### src/hw/rtl/mcstb_pkg.sv
// shared types and constants of the soft timer bank
package mcstb_pkg;

  // operation codes
  typedef enum logic [2:0] {
    MODE_ALLOC     = 3'd0,
    MODE_START     = 3'd1,
    MODE_CLOSE     = 3'd2,
    MODE_TICK_MAIN = 3'd3,
    MODE_TICK_SUB  = 3'd4,
    MODE_SERVICE   = 3'd5
  } mode_t;

  // field widths
  localparam int MODE_W = 3;
  localparam int ID_W   = 5;
  localparam int SRC_W  = 2;
  localparam int PER_W  = 32;
  localparam int CNT_W  = 32;

  // input tdata layout, lowest field first
  localparam int IN_MODE_LSB = 0;
  localparam int IN_ID_LSB   = IN_MODE_LSB + MODE_W;
  localparam int IN_SRC_LSB  = IN_ID_LSB + ID_W;
  localparam int IN_PER_LSB  = IN_SRC_LSB + SRC_W;
  localparam int IN_BITS     = IN_PER_LSB + PER_W;
  localparam int IN_TDATA_W  = ((IN_BITS + 7) / 8) * 8;

  // output tdata layout: ok, timer_number, any_main_running
  localparam int OUT_OK_BIT   = 0;
  localparam int OUT_NUM_LSB  = 1;
  localparam int OUT_MAIN_BIT = OUT_NUM_LSB + ID_W;
  localparam int OUT_BITS     = OUT_MAIN_BIT + 1;
  localparam int OUT_TDATA_W  = ((OUT_BITS + 7) / 8) * 8;

  // bank limits
  localparam int NUM_TIMERS_DEF = 16;
  localparam int MAX_RESULTS    = 16;
  localparam int NEXP_W         = $clog2(MAX_RESULTS + 1);

  // width for slot number arithmetic, covers up to 64 slots
  localparam int CALC_W = 7;

endpackage

### src/hw/rtl/multi_channel_soft_timer_bank_unit.sv
// top level of the soft timer bank: slot flags, period/count memory, scan sequencer
//
//   channel | dir | tdata                                   | side bits
//   in_     | in  | mode, timer_id, tick_source, period     | -
//   out_    | out | ok, timer_number, any_main_running      | tuser expired, tlast last
//
// allocate, start, close and unused modes pass through the done state to the output register.
// a tick or a service walks the period/count memory one slot per cycle over its
// single read port, except while an expiry waits on out_.
// one item is worked at a time; in_tready is high only between items.
// reset clears the slot flags and the allocate count; memory words are written by start.
module multi_channel_soft_timer_bank_unit #(
  parameter int NUM_TIMERS = mcstb_pkg::NUM_TIMERS_DEF
) (
  input  logic                             clk,
  input  logic                             rst_n,
  // in_tdata: mode[2:0], timer_id[7:3], tick_source[9:8], period[41:10]
  input  logic                             in_tvalid,
  output logic                             in_tready,
  input  logic [mcstb_pkg::IN_TDATA_W-1:0]  in_tdata,
  // out_tdata: ok[0], timer_number[5:1], any_main_running[6]
  output logic                             out_tvalid,
  input  logic                             out_tready,
  output logic [mcstb_pkg::OUT_TDATA_W-1:0] out_tdata,
  // out_tuser: expired[0]
  output logic                             out_tuser,
  output logic                             out_tlast
);
  import mcstb_pkg::*;

  localparam int IW = (NUM_TIMERS > 1) ? $clog2(NUM_TIMERS) : 1;
  localparam int CW = $clog2(NUM_TIMERS + 1);

  typedef struct packed {
    logic [PER_W-1:0] period;
    logic [CNT_W-1:0] count;
  } slot_t;

  typedef enum logic [1:0] {
    ST_IDLE,
    ST_SCAN,
    ST_DONE
  } state_t;

  // control and flag registers
  state_t                  state_r, state_nxt;
  logic [CW-1:0]           alloc_r, alloc_nxt;
  logic [NUM_TIMERS-1:0]   running_r, running_nxt;
  logic [NUM_TIMERS-1:0]   source_r, source_nxt;
  logic                    is_srv_r, is_srv_nxt;
  logic                    tick_sub_r, tick_sub_nxt;
  logic [CW-1:0]           issue_idx_r, issue_idx_nxt;
  logic                    ev_vld_r, ev_vld_nxt;
  logic [IW-1:0]           ev_idx_r, ev_idx_nxt;
  logic [NEXP_W-1:0]       nexp_r, nexp_nxt;
  logic                    pend_vld_r, pend_vld_nxt;
  logic [ID_W-1:0]         pend_num_r, pend_num_nxt;
  logic                    fin_ok_r, fin_ok_nxt;
  logic [ID_W-1:0]         fin_num_r, fin_num_nxt;

  // output register
  logic                    out_vld_r, out_vld_nxt;
  logic                    out_ok_r, out_ok_nxt;
  logic [ID_W-1:0]         out_num_r, out_num_nxt;
  logic                    out_exp_r, out_exp_nxt;
  logic                    out_main_r, out_main_nxt;
  logic                    out_last_r, out_last_nxt;

  // slot memory
  slot_t                   mem [NUM_TIMERS];
  slot_t                   rd_data_r;
  logic [IW-1:0]           rd_addr;
  logic                    mem_we;
  logic [IW-1:0]           mem_waddr;
  slot_t                   mem_wdata;

  // decoded input and scan terms
  mode_t                   in_mode;
  logic [ID_W-1:0]         in_id;
  logic [SRC_W-1:0]        in_src;
  logic [PER_W-1:0]        in_per;
  logic                    in_acc;
  logic                    id_ok;
  logic [CALC_W-1:0]       id_m1;
  logic [IW-1:0]           id_idx;
  logic [CALC_W-1:0]       alloc_p1;
  logic [CALC_W-1:0]       ev_num;
  logic                    out_free;
  logic                    any_main;
  logic                    issue_more;
  logic                    ev_due;
  logic                    srv_hit;
  logic                    tick_hit;
  logic                    stall;

  // field extraction
  assign in_mode  = mode_t'(in_tdata[IN_MODE_LSB +: MODE_W]);
  assign in_id    = in_tdata[IN_ID_LSB +: ID_W];
  assign in_src   = in_tdata[IN_SRC_LSB +: SRC_W];
  assign in_per   = in_tdata[IN_PER_LSB +: PER_W];

  assign in_tready = (state_r == ST_IDLE);
  assign in_acc    = in_tvalid && in_tready;

  // slot number checks for start and close
  assign id_ok    = (in_id != '0) && (CALC_W'(in_id) <= CALC_W'(alloc_r));
  assign id_m1    = CALC_W'(in_id) - CALC_W'(1);
  assign id_idx   = id_m1[IW-1:0];
  assign alloc_p1 = CALC_W'(alloc_r) + CALC_W'(1);
  assign ev_num   = CALC_W'(ev_idx_r) + CALC_W'(1);

  assign out_free = !out_vld_r || out_tready;
  assign any_main = |(running_r & ~source_r);

  // evaluation stage of the scan
  assign issue_more = (issue_idx_r < CW'(NUM_TIMERS));
  assign ev_due     = (rd_data_r.count >= rd_data_r.period);
  assign srv_hit    = is_srv_r && running_r[ev_idx_r] && ev_due &&
                      (nexp_r < NEXP_W'(MAX_RESULTS));
  assign tick_hit   = !is_srv_r && running_r[ev_idx_r] &&
                      (source_r[ev_idx_r] == tick_sub_r);
  assign stall      = ev_vld_r && srv_hit && pend_vld_r && !out_free;

  // memory read address: next slot, or hold the slot under evaluation
  assign rd_addr = ((state_r == ST_SCAN) && !stall && issue_more) ?
                   issue_idx_r[IW-1:0] : ev_idx_r;

  // next-state logic
  always_comb begin
    state_nxt     = state_r;
    alloc_nxt     = alloc_r;
    running_nxt   = running_r;
    source_nxt    = source_r;
    is_srv_nxt    = is_srv_r;
    tick_sub_nxt  = tick_sub_r;
    issue_idx_nxt = issue_idx_r;
    ev_vld_nxt    = ev_vld_r;
    ev_idx_nxt    = ev_idx_r;
    nexp_nxt      = nexp_r;
    pend_vld_nxt  = pend_vld_r;
    pend_num_nxt  = pend_num_r;
    fin_ok_nxt    = fin_ok_r;
    fin_num_nxt   = fin_num_r;
    out_vld_nxt   = out_vld_r && !out_tready;
    out_ok_nxt    = out_ok_r;
    out_num_nxt   = out_num_r;
    out_exp_nxt   = out_exp_r;
    out_main_nxt  = out_main_r;
    out_last_nxt  = out_last_r;
    mem_we        = 1'b0;
    mem_waddr     = ev_idx_r;
    mem_wdata     = rd_data_r;

    unique case (state_r)
      ST_IDLE: begin
        if (in_acc) begin
          pend_vld_nxt = 1'b0;
          fin_ok_nxt   = 1'b0;
          fin_num_nxt  = '0;
          state_nxt    = ST_DONE;
          unique case (in_mode)
            MODE_ALLOC: begin
              if (alloc_r < CW'(NUM_TIMERS)) begin
                alloc_nxt   = alloc_r + CW'(1);
                fin_ok_nxt  = 1'b1;
                fin_num_nxt = alloc_p1[ID_W-1:0];
              end
            end
            MODE_START: begin
              if (!in_src[1] && id_ok) begin
                running_nxt[id_idx] = 1'b1;
                source_nxt[id_idx]  = in_src[0];
                mem_we              = 1'b1;
                mem_waddr           = id_idx;
                mem_wdata.period    = in_per;
                mem_wdata.count     = '0;
                fin_ok_nxt          = 1'b1;
              end
            end
            MODE_CLOSE: begin
              if (id_ok) begin
                running_nxt[id_idx] = 1'b0;
                source_nxt[id_idx]  = 1'b0;
                fin_ok_nxt          = 1'b1;
              end
            end
            MODE_TICK_MAIN, MODE_TICK_SUB, MODE_SERVICE: begin
              fin_ok_nxt    = 1'b1;
              is_srv_nxt    = (in_mode == MODE_SERVICE);
              tick_sub_nxt  = (in_mode == MODE_TICK_SUB);
              issue_idx_nxt = '0;
              ev_vld_nxt    = 1'b0;
              nexp_nxt      = '0;
              state_nxt     = ST_SCAN;
            end
            default: begin
              fin_ok_nxt = 1'b0;
            end
          endcase
        end
      end

      ST_SCAN: begin
        if (!stall) begin
          // advance the read pipeline by one slot
          ev_vld_nxt = issue_more;
          ev_idx_nxt = issue_idx_r[IW-1:0];
          if (issue_more) begin
            issue_idx_nxt = issue_idx_r + CW'(1);
          end
          // count update or expiry clear
          if (ev_vld_r && (tick_hit || srv_hit)) begin
            mem_we          = 1'b1;
            mem_waddr       = ev_idx_r;
            mem_wdata.count = tick_hit ? (rd_data_r.count + CNT_W'(1)) : '0;
          end
          // hold the newest expiry back, send the one before it
          if (ev_vld_r && srv_hit) begin
            nexp_nxt     = nexp_r + NEXP_W'(1);
            pend_vld_nxt = 1'b1;
            pend_num_nxt = ev_num[ID_W-1:0];
            if (pend_vld_r) begin
              out_vld_nxt  = 1'b1;
              out_ok_nxt   = 1'b1;
              out_num_nxt  = pend_num_r;
              out_exp_nxt  = 1'b1;
              out_main_nxt = any_main;
              out_last_nxt = 1'b0;
            end
          end
          if (!ev_vld_r && !issue_more) begin
            state_nxt = ST_DONE;
          end
        end
      end

      ST_DONE: begin
        // final transaction of the item
        if (out_free) begin
          out_vld_nxt  = 1'b1;
          out_ok_nxt   = fin_ok_r;
          out_num_nxt  = pend_vld_r ? pend_num_r : fin_num_r;
          out_exp_nxt  = pend_vld_r;
          out_main_nxt = any_main;
          out_last_nxt = 1'b1;
          pend_vld_nxt = 1'b0;
          state_nxt    = ST_IDLE;
        end
      end

      default: begin
        state_nxt = ST_IDLE;
      end
    endcase
  end

  // state and registered outputs
  always_ff @(posedge clk) begin
    if (!rst_n) begin
      state_r     <= ST_IDLE;
      alloc_r     <= '0;
      running_r   <= '0;
      source_r    <= '0;
      is_srv_r    <= 1'b0;
      tick_sub_r  <= 1'b0;
      issue_idx_r <= '0;
      ev_vld_r    <= 1'b0;
      ev_idx_r    <= '0;
      nexp_r      <= '0;
      pend_vld_r  <= 1'b0;
      pend_num_r  <= '0;
      fin_ok_r    <= 1'b0;
      fin_num_r   <= '0;
      out_vld_r   <= 1'b0;
      out_ok_r    <= 1'b0;
      out_num_r   <= '0;
      out_exp_r   <= 1'b0;
      out_main_r  <= 1'b0;
      out_last_r  <= 1'b0;
    end else begin
      state_r     <= state_nxt;
      alloc_r     <= alloc_nxt;
      running_r   <= running_nxt;
      source_r    <= source_nxt;
      is_srv_r    <= is_srv_nxt;
      tick_sub_r  <= tick_sub_nxt;
      issue_idx_r <= issue_idx_nxt;
      ev_vld_r    <= ev_vld_nxt;
      ev_idx_r    <= ev_idx_nxt;
      nexp_r      <= nexp_nxt;
      pend_vld_r  <= pend_vld_nxt;
      pend_num_r  <= pend_num_nxt;
      fin_ok_r    <= fin_ok_nxt;
      fin_num_r   <= fin_num_nxt;
      out_vld_r   <= out_vld_nxt;
      out_ok_r    <= out_ok_nxt;
      out_num_r   <= out_num_nxt;
      out_exp_r   <= out_exp_nxt;
      out_main_r  <= out_main_nxt;
      out_last_r  <= out_last_nxt;
    end
  end

  // period/count memory, one write and one registered read per cycle
  always_ff @(posedge clk) begin
    if (mem_we) begin
      mem[mem_waddr] <= mem_wdata;
    end
    rd_data_r <= mem[rd_addr];
  end

  // result channel
  always_comb begin
    out_tdata               = '0;
    out_tdata[OUT_OK_BIT]   = out_ok_r;
    out_tdata[OUT_NUM_LSB +: ID_W] = out_num_r;
    out_tdata[OUT_MAIN_BIT] = out_main_r;
  end

  assign out_tvalid = out_vld_r;
  assign out_tuser  = out_exp_r;
  assign out_tlast  = out_last_r;

endmodule

### config.mk
export PLATFORM = sky130hd
export DESIGN_NAME = multi_channel_soft_timer_bank_unit
export DESIGN_NICKNAME = d
export VERILOG_FILES = /design/src/hw/rtl/mcstb_pkg.sv /design/src/hw/rtl/multi_channel_soft_timer_bank_unit.sv
export SDC_FILE = /design/constraint.sdc
export NUM_CORES = 2
export LEC_CHECK = 0
export ABC_AREA = 1
export BUFFER_PORTS_ARGS = -buffer_cell sky130_fd_sc_hd__buf_4
export CAP_MARGIN = 25
export CORE_UTILIZATION = 40
export CTS_CLUSTER_DIAMETER = 80
export DETAILED_ROUTE_END_ITERATION = 8
export GPL_TIMING_DRIVEN = 0
export PLACE_DENSITY = 0.66
export SLEW_MARGIN = 20
export SYNTH_ARGS = -nofsm -noshare
export SYNTH_HDL_FRONTEND = slang
export SYNTH_SLANG_ARGS = --single-unit
export TNS_END_PERCENT = 30
### constraint.sdc
create_clock -name clk -period 20.5 [get_ports clk]
set_input_delay 5.125 -clock clk [delete_from_list [all_inputs] [get_ports clk]]
set_output_delay 5.125 -clock clk [all_outputs]
set_load 0.01 [all_outputs]
==> impl_metrics.ini <==
[cts]
cts_resized = 0
clock_insertion_delay_worst_skew_ns = 0.72
cts_made_buffers = 119
clk_root_buffer_cell = clkbuf_16
max_clock_buf_depth = 3
cts_tree = yes
htree_num_levels = 3
worst_setup_hold_path_clk_slew_ns = 0.06
postcts_setup_bufs = 0
clock-sinks = 1166
holdBufCountCts = 0

[status]
outcome = finished clean

[layout]
filler_cell_count = 11890
finalInstanceArea_um2 = 61130
final_core_utilization = 0.4656
drive_above_1_share = 0.09495
syn_to_final_growth_pct = 15.51
final_net_count = 5859

[timing]
number_of_endpoints_with_negative_hold_slack_in_the_final_report = 0
finalCritPeriodShare = 0.4617
max_freq_mhz = 105.6
worstMarginPinSlew_ns = 1.019
max-slew-margin-rel = 0.3163
timing.final.ws_setup_ns = 11.03
setup_total_negative_slack_ns = 0
final.min_clock_period_ns = 9.465
slew_violations = 0
skew_ns = 0.02814
setup_viol = 0
unrepaired_setup_endpoints_after_global_routing = no

[critical_path]
timing.critical_path.to_type = flip-flop
critical_path.startpoint = in_tdata[3]
arrival_time_of_the_worst_setup_path_ns = 9.87
cp-start-kind = input port
worst-endpoint-required_ns = 20.90
regToRegEndpoint = mem[8][48]$_DFFE_PP_
worst_setup_path_endpoint = mem[15][47]$_DFFE_PP_
setup.worst_path.class = in -> reg
crit-reg2reg-launch = ev_idx_r[0]$_SDFFE_PN0N_
critical_path_fanouts_max = 18
regToRegSetupSlack_ns = 14.96
reg2regPathDepth = 16

[floorplan]
dieWidth_um = 365.7
floorplan.initialDensity = 0.4031
core.rowCount = 133
core_region_area_um2 = 131300
number_of_ports_placed_on_the_die_boundary = 64
design.die.area_um2 = 133800
floorplan.die.height_um = 365.7

[synthesis]
synthesis.instances = 5488
number_of_unique_standard_cell_types_used_by_synthesis = 46
synth-edff-count = 1024
asyncSetResetFlopFracSynth = 0
synth_seq_cells = 1166
ys.warnings.count = 0
most_used_dff_post_synth = edfxtp_1
yosysSeqAreaShare = 0.6348
synth_area_per_cell_um2 = 9.643
syn-num-nets = 5592
netlist_area_um2 = 52920

[detailed_routing]
detail_route.wirelength_um = 174500
postRouteAntennaNets = 0
dr.first_iter.drc_count = 5520
routed_via_density = 5.351
avgRoutedWirePerCell_um = 22.91
first_pass_iters = 6
drt_drc_violations_left = 0
total_number_of_vias = 40760

[run]
drv.max_cap_violation_count = 0

[placed_design]
postPlaceCellArea_um2 = 57150
routabilityCongestion = 0.9512
hpwl_um = 122300
pre_cts_ws_ns = 10.48
numPortBuffers = 55

[min_path]
min-delay-path-class = reg -> reg

[pwr]
irDropWorstVdd_mv = 0.06868
power.total_uw = 7143
static-leakage-power_uw = 0.02602
pwr_density_cell_nw_per_um2 = 116.8

[global_routing]
via_count_of_the_first_global_routing_pass = 38260
globalRouteOverflowTotal = 0
grt_pass1_wl_um = 253300
maximum_number_of_pins_on_one_net_before_global_route_repair = 35
antenna_found_initial = 7
globalRouteTotalUtil = 0.2555
-- power breakdown --
group | leakage, uW | switching (uW) | internal [uW]
Sequential | 0.0104 | 118 | 3000
Clock | 0.00194 | 921 | 1280
Combinational | 0.0137 | 1370 | 447
Total | 0.0260 | 2410 | 4730
-- per-layer routing --
layer	GRT usage	routed length, um	vias up
met1	0.3442	69430	19510
met2	0.4017	78410	2326
met5	0	39	-
met4	0.1085	7706	6
li1	-	-	18500
met3	0.05024	18900	421
-- stage by stage --
stage	hold WS (ns)	cells
after floorplan	0.4352	5488
after global placement	0.4494	7298
after detailed placement	0.4596	7386
after CTS	0.4676	7608
after global routing	0.4913	7611
final	0.4657	7617
-- area by class of cell --
| type | count | area (um2) | share of cell area |
|---|---|---|---|
| antenna | 6 | 15.01 | 0.0002456 |
| timing repair buffer | 146 | 1899 | 0.03107 |
| clock buffer | 174 | 3401 | 0.05563 |
| tap | 1755 | 2196 | 0.03592 |
| multi-input combinational | 2853 | 13650 | 0.2234 |
| inverter | 1190 | 4467 | 0.07307 |
| sequential | 1166 | 33590 | 0.5495 |
| buffer | 279 | 1364 | 0.02231 |
| clock inverter | 48 | 539.3 | 0.008822 |
-- flip-flops by register name, summed over array words and instances, names as in the netlist, 2 cells and up, named ones only --
register and cells:
alloc_r 5, ev_idx_r 4, fin_num_r 5, issue_idx_r 5, mem 1024, nexp_r 5, out_num_r 5, pend_num_r 5
rd_data_r 64, source_r 16, state_r 2
-- synthesized netlist by cell type (2+ instances only) --
cell,instances,area share
nor4_1,10,0.0012
nand2_2,5,0.00059
nor3b_1,4,0.00057
dfxtp_1,142,0.054
nand4_1,16,0.0019
xnor2_1,4,0.00066
xor2_1,15,0.0025
a21oi_1,96,0.0091
a31oi_1,6,0.00071
nor2_1,118,0.0084
o21ai_1,4,0.00038
a21o_1,2,0.00028
inv_1,1187,0.084
nand3_2,2,0.00038
buf_1,39,0.0028
nand2_1,1034,0.073
nand3_1,1278,0.12
nand3b_1,2,0.00028
o31ai_1,2,0.00028
buf_4,11,0.0016
o22ai_1,5,0.00059
o311ai_0,7,0.0012
ha_1,52,0.012
nor3_1,20,0.0019
clkbuf_1,65,0.0046
o21ai_0,142,0.013
a22oi_1,2,0.00028
inv_2,3,0.00021
a31o_2,3,0.00050
a211oi_1,2,0.00028
edfxtp_1,1024,0.58
o211ai_1,2,0.00028
buf_2,153,0.014
or2_2,8,0.00095
o21a_1,2,0.00028
buf_6,11,0.0023
-- how the worst min path moves through the flow --
stage / start / to / depth (start not counted) / slack, ns
2_1_floorplan: nexp_r[4]$_SDFFE_PN0P_ / nexp_r[4]$_SDFFE_PN0P_ / 2 / 0.44
3_3_place_gp: alloc_r[4]$_SDFFE_PN0P_ / alloc_r[4]$_SDFFE_PN0P_ / 2 / 0.45
3_5_place_dp: fin_ok_r$_SDFFE_PN0P_ / fin_ok_r$_SDFFE_PN0P_ / 2 / 0.46
4_1_cts: fin_ok_r$_SDFFE_PN0P_ / fin_ok_r$_SDFFE_PN0P_ / 2 / 0.47
5_1_grt: pend_num_r[4]$_SDFFE_PN0P_ / pend_num_r[4]$_SDFFE_PN0P_ / 2 / 0.49
6_report: fin_ok_r$_SDFFE_PN0P_ / fin_ok_r$_SDFFE_PN0P_ / 2 / 0.47
-- kinds of logic (layout without fill, tap and decap cells) --
kind of cell	count (synthesis)	count (layout)	synth area share
and+or+nand+nor	2501	2501	0.2112
buffers and inverters	1469	1837	0.1102
DFF	1166	1166	0.6348
AOI/OAI and AO/OA	280	280	0.02839
adders and majority gates	52	52	0.01229
xor gates and xnor gates	19	19	0.003145
other	1	7	0.00007086
-- critical path, stage by stage --
cell and delay, ns:
buf_4 0.14, inv_1 0.22, ha_1 0.25, inv_1 0.10, or4_1 0.40, nand2_1 0.14
or2_2 0.13, clkbuf_1 0.45, nor2_1 0.17, nand2_2 0.34, inv_1 0.13, buf_2 0.37
nand2_1 0.13, o21ai_0 0.14, or2_2 0.42, nor2_4 0.66, buf_12 0.29, buf_12 0.22
-- placed cells by master (no fill, tap or decap), types with 8 or more instances in the layout --
cell          n
o21ai_2       8
clkbuf_16   121
nor3_1       20
a21oi_1      94
buf_2       153
nor2_1      103
or2_2         8
buf_6        15
nor2_4       15
clkbuf_8     17
buf_12       34
nand4_1      16
inv_1      1187
edfxtp_1   1024
buf_1        39
buf_4        98
nand2_1    1034
o21ai_1      41
o21ai_0      97
xor2_1       15
nand3_1    1278
clkbuf_1     99
bufinv_16    11
nor4_1       10
dfxtp_1     142
ha_1         52
clkinv_2     26
buf_16       17
Note: power is estimated with default switching activity, not from simulation.
